`src/hdl/slq_pkg.sv`:
```
// Shared types, constants and word helpers for the subleq machine core.
// Depends on nothing; slq_ctrl, slq_out and the top level take their names from here by scope.
package slq_pkg;

    // Word memory depth in words; a power of two, so address wrap is a bit select.
    localparam int MEM_WORDS    = 1024;
    // Width of a machine word and of the program counter.
    localparam int WORD_BITS    = 16;
    localparam int ADDR_BITS    = $clog2(MEM_WORDS);
    // Fixed widths of the stream fields.
    localparam int FIELD_BITS   = 16;
    localparam int IN_ADDR_BITS = 10;
    localparam int CMD_BITS     = 2;

    typedef logic [WORD_BITS-1:0] t_word;
    typedef logic [ADDR_BITS-1:0] t_addr;

    typedef enum logic [CMD_BITS-1:0] {
        CMD_WRITE = 2'd0,
        CMD_READ  = 2'd1,
        CMD_STEP  = 2'd2,
        CMD_SET   = 2'd3
    } t_cmd;

    typedef enum logic [3:0] {
        ST_CLEAR,
        ST_IDLE,
        ST_READ,
        ST_FETCH_A,
        ST_FETCH_B,
        ST_FETCH_C,
        ST_LOAD_A,
        ST_LOAD_B,
        ST_OUT
    } t_state;

    // One finished result on its way to the output register.
    typedef struct packed {
        logic [FIELD_BITS-1:0] read_value;
        logic [FIELD_BITS-1:0] pc_value;
        logic                  halted;
        logic                  jumped;
    } t_result;

    // Sign-extend a 16-bit stream field and keep it to a machine word.
    function automatic t_word field_to_word(input logic signed [FIELD_BITS-1:0] v);
        logic signed [63:0] t;
        t = 64'(v);
        return t[WORD_BITS-1:0];
    endfunction

    // Low 16 bits of a machine word, zero-filled when the word is narrower.
    function automatic logic [FIELD_BITS-1:0] word_to_field(input t_word w);
        logic [63:0] t;
        t = 64'(w);
        return t[FIELD_BITS-1:0];
    endfunction

    // Signed word reduced modulo the memory size: the low bits of its sign extension.
    function automatic t_addr word_to_addr(input t_word w);
        logic signed [63:0] t;
        t = 64'(signed'(w));
        return t[ADDR_BITS-1:0];
    endfunction

    // Stream address reduced modulo the memory size.
    function automatic t_addr field_to_addr(input logic [IN_ADDR_BITS-1:0] a);
        logic [63:0] t;
        t = 64'(a);
        return t[ADDR_BITS-1:0];
    endfunction

endpackage

```
`src/hdl/slq_out.sv`:
```
// Output register that holds one result item until the stream sink takes it.
// Depends on slq_pkg for the result type.
module slq_out (
    input  logic             i_clk,
    input  logic             i_rst_n,
    input  logic             i_valid,
    output logic             o_ready,
    input  slq_pkg::t_result i_result,
    output logic             o_valid,
    input  logic             i_ready,
    output slq_pkg::t_result o_result
);

    logic             r_valid;
    slq_pkg::t_result r_result;

    assign o_ready = !r_valid || i_ready;

    always_ff @(posedge i_clk) begin
        if (!i_rst_n) begin
            r_valid <= 1'b0;
        end else if (o_ready) begin
            r_valid <= i_valid;
        end
    end

    always_ff @(posedge i_clk) begin
        if (o_ready && i_valid) begin
            r_result <= i_result;
        end
    end

    assign o_valid  = r_valid;
    assign o_result = r_result;

endmodule

```
`config.mk`:
```
export PLATFORM = sky130hd
export DESIGN_NAME = slq_out
export DESIGN_NICKNAME = d
export VERILOG_FILES = /design/src/hdl/slq_pkg.sv /design/src/hdl/slq_out.sv
export SDC_FILE = /design/constraint.sdc
export NUM_CORES = 1
export LEC_CHECK = 0
export BUFFER_PORTS_ARGS = -buffer_cell sky130_fd_sc_hd__buf_2
export CAP_MARGIN = 20
export CELL_PAD_IN_SITES_DETAIL_PLACEMENT = 1
export CELL_PAD_IN_SITES_GLOBAL_PLACEMENT = 1
export CORE_MARGIN = 4
export CORE_UTILIZATION = 34
export CTS_CLUSTER_DIAMETER = 40
export CTS_CLUSTER_SIZE = 28
export DETAILED_ROUTE_END_ITERATION = 10
export GPL_TIMING_DRIVEN = 1
export HOLD_SLACK_MARGIN = 0.1
export PLACE_DENSITY = 0.9
export SYNTH_ARGS = -nofsm -noshare
export SYNTH_HDL_FRONTEND = slang
export SYNTH_SLANG_ARGS = --single-unit
```
`constraint.sdc`:
```
create_clock -name i_clk -period 2.2 [get_ports i_clk]
set_clock_uncertainty 0.2 [all_clocks]
set_input_delay 0.44 -clock i_clk [delete_from_list [all_inputs] [get_ports i_clk]]
set_output_delay 0.44 -clock i_clk [all_outputs]
set_load 0.005 [all_outputs]
```
==> run metrics <==
signed area change from the synthesized netlist to the final layout=75.1%; proportion of power drawn by flip-flops and latches=62.7%; data required time at the worst endpoint=roughly 1.6 ns; startpoint of the most critical setup path=o_valid; TritonCTS Sinks=35; internal power component=about 990 uW; sequential area share after synthesis=between 90% and 100%; CP Max Fanout=3; Pwr per Cell Area=666 nW/um^2; area taken by flip-flops and latches=1040 um^2; count of endpoints failing setup in the final report=0; initial cell density of the core=about a third; Hold Crit Class=input pin to flip-flop; Combinational Power Share=between 10% and 20%; CTS tree=yes; post-route ant nets=0; startpoint type of the worst setup path=flip-flop; longest individual stage delay on the worst path=between 0.4 and 0.5 ns; sw power=between 200 and 300 uW; Hold Path Origin=i_rst_n; clock buffer count from CTS=5; number of distinct library cells after synthesis=6; # DRC=0; endpoints failing hold=0; post-detailed-placement half-perimeter wirelength=approximately 1.9 mm; final number of max-transition violations=0; maximum count of clock buffers along a single path=2; H-tree depth reported by CTS=2; clock period minus final worst setup slack=~1.6 ns; mean instance size in the synthesized netlist=approximately 28 um^2; total congestion overflow after global routing=0; net count after synthesis=just under 80; type of the setup path with the least slack=flip-flop to primary output; Sw Ratio=roughly 22%; cell with the largest stage delay on the worst path=sky130_fd_sc_hd__dfxtp_1; clock latency on the worst-skew pair=0.33 ns; Worst Path Buf+Inv=1; Via density=around 4.1; part of the cycle the worst path needs=between 70% and 80%; detailed-route wire length per cell=approximately 17 um; Hold Path Cell Cnt=2; number of inserted diodes=0; floorplan die area=between 4000 and 5000 um^2; portion of total power attributed to the clock network=about a quarter; total of buffers placed on input and output ports=between 70 and 80; global-route wire length before repair=about 5.3 mm; floorplan die height=64.3 um; buffer cell driving the clock tree root=sky130_fd_sc_hd__clkbuf_4; Min Hold Slack=0.156 ns; fmax=~0.63 GHz; Core ar.=~3100 um^2; buffers inserted by post-CTS timing repair=0; #FFs+latches synth=35; startpoint of the most critical register-to-register path=o_valid; total iterations of the first detailed-routing run=4; filler cell count=between 300 and 400; static leakage power=0.000814 uW; fraction of final layout cells with drive strength greater than 1=between 50% and 60%; total via count in the routed design=between 800 and 900; count of synthesis-stage warnings from yosys=0; detailed router's first-iteration violation count=23; max-capacitance violation count=0; commonest cells after routing, fill and taps aside=sky130_fd_sc_hd__buf_2 (73), sky130_fd_sc_hd__dlygate4sd3_1 (34), sky130_fd_sc_hd__edfxtp_1 (34); via count of the first global-routing pass=1,036; maximum number of pins on one net before global-route repair=35; worst vdd rail ir drop=approximately 0.00046 V; initial antenna violation count=0; slew at the pin closest to its max-slew limit=about 0.44 ns; count of cells along the worst register-to-register path=2; die width=64.3 um; most common library cell in the layout ignoring fill and taps=sky130_fd_sc_hd__buf_2; clk slew on worst S/H paths=between 0.1 and 0.15 ns; count of nets after finishing=191; data arrival at the endpoint of the critical path=0.96 ns; unrepaired setup endpoints after global routing=no; cell depth of the worst setup path=2; outcome=completed; final RePlAce weighted congestion=approximately 0.63; largest delay contributor family on the critical path=flip-flops; cells after synthesis=39; number of rows created at floorplan=20; critical path, cell by cell=nand2b_4 > buf_2; GR Util All Layers=18.3%; summed negative setup slack over all endpoints=0 ns; relative slew slack=a little under three quarters; multi-input combinational cell area=33.8 um^2; count of pins on the block boundary=74; Cell Area, Synth=about 1100 um^2; CP endpoint kind=primary output; routed wire length=3.33 mm
-- metrics by stage --
step           setup WS (ns)  total power (uW)  util (%)  std cells  cell area (um^2)
6_report               0.604              1260      61.8        198              1890
5_1_grt                0.550              1330      61.8        198              1890
4_1_cts                0.622              1260      61.8        198              1890
3_5_place_dp           0.541               901      49.1        156              1500
3_3_place_gp           0.600               894      49.1        156              1500
2_1_floorplan          0.746               825         -         39              1080
-- power groups by stage --
stage | logic [uW] | registers [uW] | clock network [uW]
6_report | 149 | 788 | 320
5_1_grt | 163 | 791 | 373
4_1_cts | 145 | 787 | 326
3_5_place_dp | 99.1 | 802 | 0
3_3_place_gp | 93.7 | 800 | 0
2_1_floorplan | 16.7 | 808 | 0
-- flip-flops by register name (all words and copies together), names as in the netlist --
name / flops
o_valid: 1
o_result: 34
-- layer usage --
layer,track usage [%],share of wire (%),vias to the layer above
met2,31.3,52,59
li1,-,-,380
met3,9.31,11,4
met5,0,0,-
met4,7.12,0.90,0
met1,19.1,36,374
-- cells by family after synthesis --
family                 after synthesis  synth area share [%]
buffers and inverters                1                 0.348
AND/OR/NAND/NOR                      2                  2.09
AO/OA/AOI/OAI                        1                  1.04
flip-flops                          35                  96.5
-- cell usage after synthesis, drive strengths merged --
cell	instances	share of area, %
and2	1	0.81
a21boi	1	1.0
nand2b	1	1.3
inv	1	0.35
dfxtp	1	1.9
edfxtp	34	95
-- final timing paths --
path	end	slack, ns
max reg2reg	o_result[11]	0.75
max	o_ready	0.60
min reg2reg	o_valid	0.35
min	o_valid	0.16
-- cell type report --
class / count / area share [%]
well taps: 44 / 2.92
flip-flops and latches: 35 / 55.1
multi-input cells: 3 / 1.79
clock inverters: 2 / 0.398
inverters: 1 / 0.199
clock buffers: 6 / 2.19
repair buffers: 107 / 37.4
-- timing repair --
| action | in CTS | in global routing |
|---|---|---|
| hold buffers | 34 | 0 |
| gates resized for setup | 0 | 0 |
| endpoints found under the hold margin | 34 | 0 |
Note: power is estimated with default switching activity, not from simulation.
