File: src/hdl/slq_pkg.sv
// Shared types, constants and word helpers for the subleq machine core.
// Depends on nothing; slq_ctrl, slq_out and the top level take their names from here by scope.
package slq_pkg;

    // Word memory depth in words; a power of two, so address wrap is a bit select.
    localparam int MEM_WORDS    = 1024;
    // Width of a machine word and of the program counter.
    localparam int WORD_BITS    = 16;
    localparam int ADDR_BITS    = $clog2(MEM_WORDS);
    // Fixed widths of the stream fields.
    localparam int FIELD_BITS   = 16;
    localparam int IN_ADDR_BITS = 10;
    localparam int CMD_BITS     = 2;

    typedef logic [WORD_BITS-1:0] t_word;
    typedef logic [ADDR_BITS-1:0] t_addr;

    typedef enum logic [CMD_BITS-1:0] {
        CMD_WRITE = 2'd0,
        CMD_READ  = 2'd1,
        CMD_STEP  = 2'd2,
        CMD_SET   = 2'd3
    } t_cmd;

    typedef enum logic [3:0] {
        ST_CLEAR,
        ST_IDLE,
        ST_READ,
        ST_FETCH_A,
        ST_FETCH_B,
        ST_FETCH_C,
        ST_LOAD_A,
        ST_LOAD_B,
        ST_OUT
    } t_state;

    // One finished result on its way to the output register.
    typedef struct packed {
        logic [FIELD_BITS-1:0] read_value;
        logic [FIELD_BITS-1:0] pc_value;
        logic                  halted;
        logic                  jumped;
    } t_result;

    // Sign-extend a 16-bit stream field and keep it to a machine word.
    function automatic t_word field_to_word(input logic signed [FIELD_BITS-1:0] v);
        logic signed [63:0] t;
        t = 64'(v);
        return t[WORD_BITS-1:0];
    endfunction

    // Low 16 bits of a machine word, zero-filled when the word is narrower.
    function automatic logic [FIELD_BITS-1:0] word_to_field(input t_word w);
        logic [63:0] t;
        t = 64'(w);
        return t[FIELD_BITS-1:0];
    endfunction

    // Signed word reduced modulo the memory size: the low bits of its sign extension.
    function automatic t_addr word_to_addr(input t_word w);
        logic signed [63:0] t;
        t = 64'(signed'(w));
        return t[ADDR_BITS-1:0];
    endfunction

    // Stream address reduced modulo the memory size.
    function automatic t_addr field_to_addr(input logic [IN_ADDR_BITS-1:0] a);
        logic [63:0] t;
        t = 64'(a);
        return t[ADDR_BITS-1:0];
    endfunction

endpackage

File: src/hdl/slq_ctrl.sv
// Command sequencer: memory clear pass, word access and the subleq step.
// Depends on slq_pkg; drives the single port of the word memory.
module slq_ctrl (
    input  logic                              i_clk,
    input  logic                              i_rst_n,
    input  logic                              i_in_valid,
    output logic                              o_in_ready,
    input  slq_pkg::t_cmd                     i_command,
    input  logic [slq_pkg::IN_ADDR_BITS-1:0]  i_address,
    input  logic [slq_pkg::FIELD_BITS-1:0]    i_data_word,
    output logic                              o_res_valid,
    input  logic                              i_res_ready,
    output slq_pkg::t_result                  o_result,
    output logic                              o_ram_we,
    output logic                              o_ram_re,
    output slq_pkg::t_addr                    o_ram_addr,
    output slq_pkg::t_word                    o_ram_wdata,
    input  slq_pkg::t_word                    i_ram_rdata
);

    slq_pkg::t_state r_state, n_state;
    slq_pkg::t_word  r_pc, n_pc;
    slq_pkg::t_addr  r_a, n_a;
    slq_pkg::t_addr  r_b, n_b;
    slq_pkg::t_word  r_c, n_c;
    slq_pkg::t_word  r_va, n_va;
    slq_pkg::t_word  r_val, n_val;
    logic            r_jmp, n_jmp;
    slq_pkg::t_addr  r_clr, n_clr;

    slq_pkg::t_addr  pc_base;
    slq_pkg::t_word  diff;

    assign pc_base = slq_pkg::word_to_addr(r_pc);
    assign diff    = i_ram_rdata - r_va;

    always_ff @(posedge i_clk) begin
        if (!i_rst_n) begin
            r_state <= slq_pkg::ST_CLEAR;
            r_pc    <= '0;
            r_clr   <= '0;
        end else begin
            r_state <= n_state;
            r_pc    <= n_pc;
            r_clr   <= n_clr;
        end
    end

    always_ff @(posedge i_clk) begin
        r_a   <= n_a;
        r_b   <= n_b;
        r_c   <= n_c;
        r_va  <= n_va;
        r_val <= n_val;
        r_jmp <= n_jmp;
    end

    always_comb begin
        n_state     = r_state;
        n_pc        = r_pc;
        n_a         = r_a;
        n_b         = r_b;
        n_c         = r_c;
        n_va        = r_va;
        n_val       = r_val;
        n_jmp       = r_jmp;
        n_clr       = r_clr;
        o_in_ready  = 1'b0;
        o_res_valid = 1'b0;
        o_ram_we    = 1'b0;
        o_ram_re    = 1'b0;
        o_ram_addr  = pc_base;
        o_ram_wdata = '0;

        unique case (r_state)
            slq_pkg::ST_CLEAR: begin
                o_ram_we   = 1'b1;
                o_ram_addr = r_clr;
                n_clr      = r_clr + slq_pkg::ADDR_BITS'(1);
                if (r_clr == slq_pkg::ADDR_BITS'(slq_pkg::MEM_WORDS - 1)) begin
                    n_state = slq_pkg::ST_IDLE;
                end
            end
            slq_pkg::ST_IDLE: begin
                o_in_ready = 1'b1;
                n_val      = '0;
                n_jmp      = 1'b0;
                if (i_in_valid) begin
                    unique case (i_command)
                        slq_pkg::CMD_WRITE: begin
                            o_ram_we    = 1'b1;
                            o_ram_addr  = slq_pkg::field_to_addr(i_address);
                            o_ram_wdata = slq_pkg::field_to_word(i_data_word);
                            n_state     = slq_pkg::ST_OUT;
                        end
                        slq_pkg::CMD_READ: begin
                            o_ram_re   = 1'b1;
                            o_ram_addr = slq_pkg::field_to_addr(i_address);
                            n_state    = slq_pkg::ST_READ;
                        end
                        slq_pkg::CMD_SET: begin
                            n_pc    = slq_pkg::field_to_word(i_data_word);
                            n_state = slq_pkg::ST_OUT;
                        end
                        default: begin
                            // A step on a halted machine only reports the state.
                            if (r_pc[slq_pkg::WORD_BITS-1]) begin
                                n_state = slq_pkg::ST_OUT;
                            end else begin
                                o_ram_re = 1'b1;
                                n_state  = slq_pkg::ST_FETCH_A;
                            end
                        end
                    endcase
                end
            end
            slq_pkg::ST_READ: begin
                n_val   = i_ram_rdata;
                n_state = slq_pkg::ST_OUT;
            end
            slq_pkg::ST_FETCH_A: begin
                n_a        = slq_pkg::word_to_addr(i_ram_rdata);
                o_ram_re   = 1'b1;
                o_ram_addr = pc_base + slq_pkg::ADDR_BITS'(1);
                n_state    = slq_pkg::ST_FETCH_B;
            end
            slq_pkg::ST_FETCH_B: begin
                n_b        = slq_pkg::word_to_addr(i_ram_rdata);
                o_ram_re   = 1'b1;
                o_ram_addr = pc_base + slq_pkg::ADDR_BITS'(2);
                n_state    = slq_pkg::ST_FETCH_C;
            end
            slq_pkg::ST_FETCH_C: begin
                n_c        = i_ram_rdata;
                o_ram_re   = 1'b1;
                o_ram_addr = r_a;
                n_state    = slq_pkg::ST_LOAD_A;
            end
            slq_pkg::ST_LOAD_A: begin
                n_va       = i_ram_rdata;
                o_ram_re   = 1'b1;
                o_ram_addr = r_b;
                n_state    = slq_pkg::ST_LOAD_B;
            end
            slq_pkg::ST_LOAD_B: begin
                o_ram_we    = 1'b1;
                o_ram_addr  = r_b;
                o_ram_wdata = diff;
                n_val       = diff;
                if (diff != '0 && !diff[slq_pkg::WORD_BITS-1]) begin
                    n_pc  = r_pc + slq_pkg::WORD_BITS'(3);
                    n_jmp = 1'b0;
                end else begin
                    n_pc  = r_c;
                    n_jmp = 1'b1;
                end
                n_state = slq_pkg::ST_OUT;
            end
            slq_pkg::ST_OUT: begin
                o_res_valid = 1'b1;
                if (i_res_ready) begin
                    n_state = slq_pkg::ST_IDLE;
                end
            end
            default: begin
                n_state = slq_pkg::ST_IDLE;
            end
        endcase
    end

    assign o_result.read_value = slq_pkg::word_to_field(r_val);
    assign o_result.pc_value   = slq_pkg::word_to_field(r_pc);
    assign o_result.halted     = r_pc[slq_pkg::WORD_BITS-1];
    assign o_result.jumped     = r_jmp;

endmodule

File: config.mk
export PLATFORM = sky130hd
export DESIGN_NAME = slq_ctrl
export DESIGN_NICKNAME = d
export VERILOG_FILES = /design/src/hdl/slq_pkg.sv /design/src/hdl/slq_ctrl.sv
export SDC_FILE = /design/constraint.sdc
export NUM_CORES = 1
export LEC_CHECK = 0
export ABC_CLOCK_PERIOD_IN_PS = 3100
export CAP_MARGIN = 20
export CORE_MARGIN = 2
export CORE_UTILIZATION = 58
export CTS_CLUSTER_DIAMETER = 40
export DETAILED_ROUTE_END_ITERATION = 7
export DONT_BUFFER_PORTS = 1
export PLACE_DENSITY = 0.76
export RECOVER_POWER = 100
export SLEW_MARGIN = 10
export SYNTH_ARGS = -nofsm -noshare
export SYNTH_HDL_FRONTEND = slang
export SYNTH_SLANG_ARGS = --single-unit
File: constraint.sdc
create_clock -name i_clk -period 3.1 [get_ports i_clk]
set_input_delay 0 -clock i_clk [delete_from_list [all_inputs] [get_ports i_clk]]
set_output_delay 0 -clock i_clk [all_outputs]
set_load 0.02 [all_outputs]
==> results by group <==
Outcome
  • Status: finished clean

Pwr
  • Sequential Power Share: 55.9%
  • Leak: 0.002743 uW
  • Switching Power: 640.3 uW
  • Comb pwr share: 9.9%
  • Power per cell area: 358.4 nW/um^2
  • Clk pwr share: 34.2%
  • Sw Share: 25.34%
  • Int Power: 1887 uW
  • Worst vdd ir: 348.3 uV

Clocking
  • Clock Tree Root: clkbuf_8
  • Clock-pin slew on the worst setup and hold paths: 100 ps
  • CTS tree: done
  • CTS buffer count: 9
  • H-tree Lvls: 3
  • Clock Sinks: 99
  • Clock Latency Late Sink: ~380 ps
  • Max clock buf depth: 2

Global route
  • GRT Residual Overflow: 0
  • Initial antenna violation count: 0
  • Vias in the first global route: 5316
  • Total track usage: 32.79%
  • First-pass GRT wire length: 28620 um
  • Largest net degree at the start of global routing: 43

Critical path
  • CP max FO: 13
  • Delay-heaviest family, CP: simple AND/OR/NAND/NOR gates
  • Crit Path Category: reg -> reg
  • Slowest-stage cell, CP: edfxtp_1
  • Worst reg2reg setup slack: 50 ps
  • Reg-to-Reg Start: r_va[0]$_DFFE_PP_
  • Startpoint types: register
  • Worst endpoint required time: 3370 ps
  • Crit-path cells: ha_1 -> inv_1 -> fa_2 -> a21o_1 -> and4_4 -> or3_4 -> a2111oi_4 -> and4bb_2 -> and4_4 -> nor2_4 -> o311a_1
  • Reg2reg path depth: 11
  • Endpoint type of the worst setup path: register
  • Crit path buf inv count: 1
  • Largest stage delay, worst path: 380 ps
  • Crit path top cell by count: and4_4
  • R2R Path End: r_pc[15]$_SDFFE_PN0P_
  • Arr. time, crit path: 3320 ps

Routing
  • Pre-antenna DRT Iters: 7
  • Antenna-violating nets left: 0
  • Met2 wire len: 8832 um
  • Post-Route WL: around 19000 um
  • DRT iter0 DRCs: 576
  • Vias: 5577
  • Wl on met1: 7452 um
  • DR top layer: met4
  • Vias per cell: 6.655
  • Met3 WL: 2285 um
  • DR WL/cell: approximately 23 um
  • DR DRC count: 0

Finish
  • P&R area growth vs syn: 14.41%
  • Fin nets: slightly below 800
  • Fillers: between 700 and 800
  • Share of layout cells above drive strength 1: 14.25%
  • N_diodes: 0

Worst hold path
  • Min-Delay Path Class: in -> reg
  • Worst Hold Path Cells: 3
  • WHS Endpoint: r_pc[13]$_SDFFE_PN0P_
  • Hold path startpoint: i_data_word[13]

Placed design
  • Detailed placer's ending HPWL: 12940 um
  • Placer Congestion: between 0.9 and 1
  • Port bufs: 0

Floorplan
  • Initial Utilization: roughly three fifths
  • Die Area: 11470 sq um
  • Die Y: between 100 and 150 um
  • Row count: 37
  • CORE AREA: a little over 10000 sq um
  • Horiz. Die Dim: 107.1 um
  • Ports: 112

Logic synthesis
  • Synthesized area: 6163 sq um
  • Register area share after synthesis: between 40% and 50%
  • Most used DFF post-synth: edfxtp_1
  • Post-Syn Area per Cell: 9.324 sq um
  • Synthesized instance count: ~660
  • Net Count, Synth: 735
  • Async set or reset register ratio after synthesis: 0%
  • Synthesis-stage register bit count: just under 100
  • Post-synth EDFFs: 69
  • Cell variety after synth: 70
  • Syn. warnings: 0

STA
  • RSZ-0062 raised after global routing: yes
  • Hold slack: about 34 ps
  • Post-route clock skew: 15.75 ps
  • Final period util: 98.42%
  • Hold Violations, Final: 0
  • Max Slew Vio Count: 0
  • Slew headroom: 24.45%
  • Setup tns final: 0 ps
  • Worst slew pin tran: 1133 ps
  • Fmax: approximately 330 MHz
  • Clock period minus worst slack: around 3100 ps
  • Final setup viols: 0

Job
  • Max_cap viols: 0
## per-stage QoR
step	setup slack, ps	std cells	power, uW	util [%]	area, sq um
after floorplan	83.03	661	1585	-	6163
after global placement	-3.767	793	1618	62.50	6452
after detailed placement	-158.6	793	1623	62.50	6452
after CTS	32.41	836	2507	67.26	6944
after global routing	-41.55	838	2596	68.31	7052
final	49.08	838	2527	68.31	7052
## sequential cells by signal, summed over array words and instances, names as in the netlist
name,count
r_a,10
r_state,4
r_va,16
r_pc,16
r_jmp,1
r_val,16
r_b,10
r_c,16
r_clr,10
## cell families (layout without fill, tap and decap cells)
family / after synthesis / count (layout) / synth area share, %
AO/OA/AOI/OAI: 179 / 179 / 20.06
XOR/XNOR: 32 / 32 / 4.547
adder cells (fa/ha/maj): 26 / 26 / 5.400
buffers and inverters: 64 / 105 / 4.222
flip-flops: 99 / 99 / 43.36
multiplexers: 19 / 19 / 3.329
AND/OR/NAND/NOR: 242 / 242 / 19.08
## worst min-delay path: cells and delay by family
family | cells | cell delay [ps]
compound gates | 2 | 240
mux | 1 | 120
## routing by layer
| metal | GRT usage (%) | vias up |
|---|---|---|
| li1 | - | 2514 |
| met1 | 43.98 | 2678 |
| met2 | 51.90 | 347 |
| met3 | 9.422 | 38 |
| met4 | 9.276 | 0 |
| met5 | 0 | - |
## how the worst max path moves through the flow
stage | start | endpoint | cells past startpoint
2_1_floorplan | r_va[0]$_DFFE_PP_ | r_pc[12]$_SDFFE_PN0P_ | 12
3_3_place_gp | r_va[0]$_DFFE_PP_ | r_pc[15]$_SDFFE_PN0P_ | 11
3_5_place_dp | r_va[0]$_DFFE_PP_ | r_pc[15]$_SDFFE_PN0P_ | 11
4_1_cts | r_va[0]$_DFFE_PP_ | r_pc[15]$_SDFFE_PN0P_ | 11
5_1_grt | r_va[0]$_DFFE_PP_ | r_pc[10]$_SDFFE_PN0P_ | 12
6_report | r_va[0]$_DFFE_PP_ | r_pc[15]$_SDFFE_PN0P_ | 11
## synth_stat cells (3+ instances only)
cell type | number | area share (%)
a21o_1 | 14 | 1.7
xor2_1 | 16 | 2.3
o21ai_0 | 39 | 3.2
nor2b_1 | 5 | 0.51
inv_1 | 25 | 1.5
a211oi_1 | 17 | 2.1
and3_1 | 8 | 0.81
o31ai_1 | 4 | 0.49
clkbuf_1 | 29 | 1.8
a31oi_1 | 9 | 0.91
nand2b_1 | 11 | 1.1
edfxtp_1 | 69 | 34
mux2i_1 | 7 | 1.1
ha_1 | 25 | 5.1
a222oi_1 | 4 | 0.65
nor3_1 | 6 | 0.49
nand3_1 | 16 | 1.3
buf_2 | 4 | 0.32
a21oi_1 | 35 | 2.8
a22oi_1 | 7 | 0.85
nor2_1 | 40 | 2.4
nand4_1 | 13 | 1.3
a311oi_1 | 11 | 1.6
mux2_2 | 12 | 2.2
and2_1 | 15 | 1.5
a21boi_0 | 3 | 0.37
or3_1 | 8 | 0.81
nor4_1 | 4 | 0.41
dfxtp_1 | 30 | 9.7
xnor2_1 | 16 | 2.3
nand2_1 | 101 | 6.2
a22o_1 | 6 | 0.85
or2_2 | 3 | 0.30
## cells in the final DEF, fill, tap and decap left out, drive strengths merged, types with 14 or more instances in the layout
master       netlist  layout
clkbuf            29      15
nand3             16      16
buf                9      32
edfxtp            69      69
ha                25      25
nor2              41      41
a21oi             35      35
nand4             14      14
xnor2             16      16
a211oi            18      18
xor2              16      16
dfxtp             30      30
nand2            101     101
and2              15      15
inv               25      27
a21o              14      14
o21ai             41      41
dlygate4sd3        0      26
## power by group through the flow
stage	clock network [uW]	logic (uW)	registers (uW)
6_report	864	249	1410
5_1_grt	913	267	1420
4_1_cts	863	230	1410
3_5_place_dp	0	179	1440
3_3_place_gp	0	173	1440
2_1_floorplan	0	142	1440
## repair_timing
action,4_1_cts,5_1_grt
hold endpoints to repair,98,0
hold buffers,26,0
pin swaps,2,4
gates resized for setup,8,23
setup endpoints to repair,17,20
setup buffers,1,2
## layout make-up
cell class                      instances  area (sq um)  share of cell area (%)
Inverter                               26         97.59                   1.384
Timing Repair Buffer                   63         535.5                   7.594
Clock buffer                           10         127.6                   1.810
Multi-Input combinational cell        498          3385                   48.00
Tap cell                              136         170.2                   2.413
Sequential cell                        99          2673                   37.90
Clock inverter                          6         63.81                  0.9049
No activity file was read; power rests on OpenSTA's default activity.
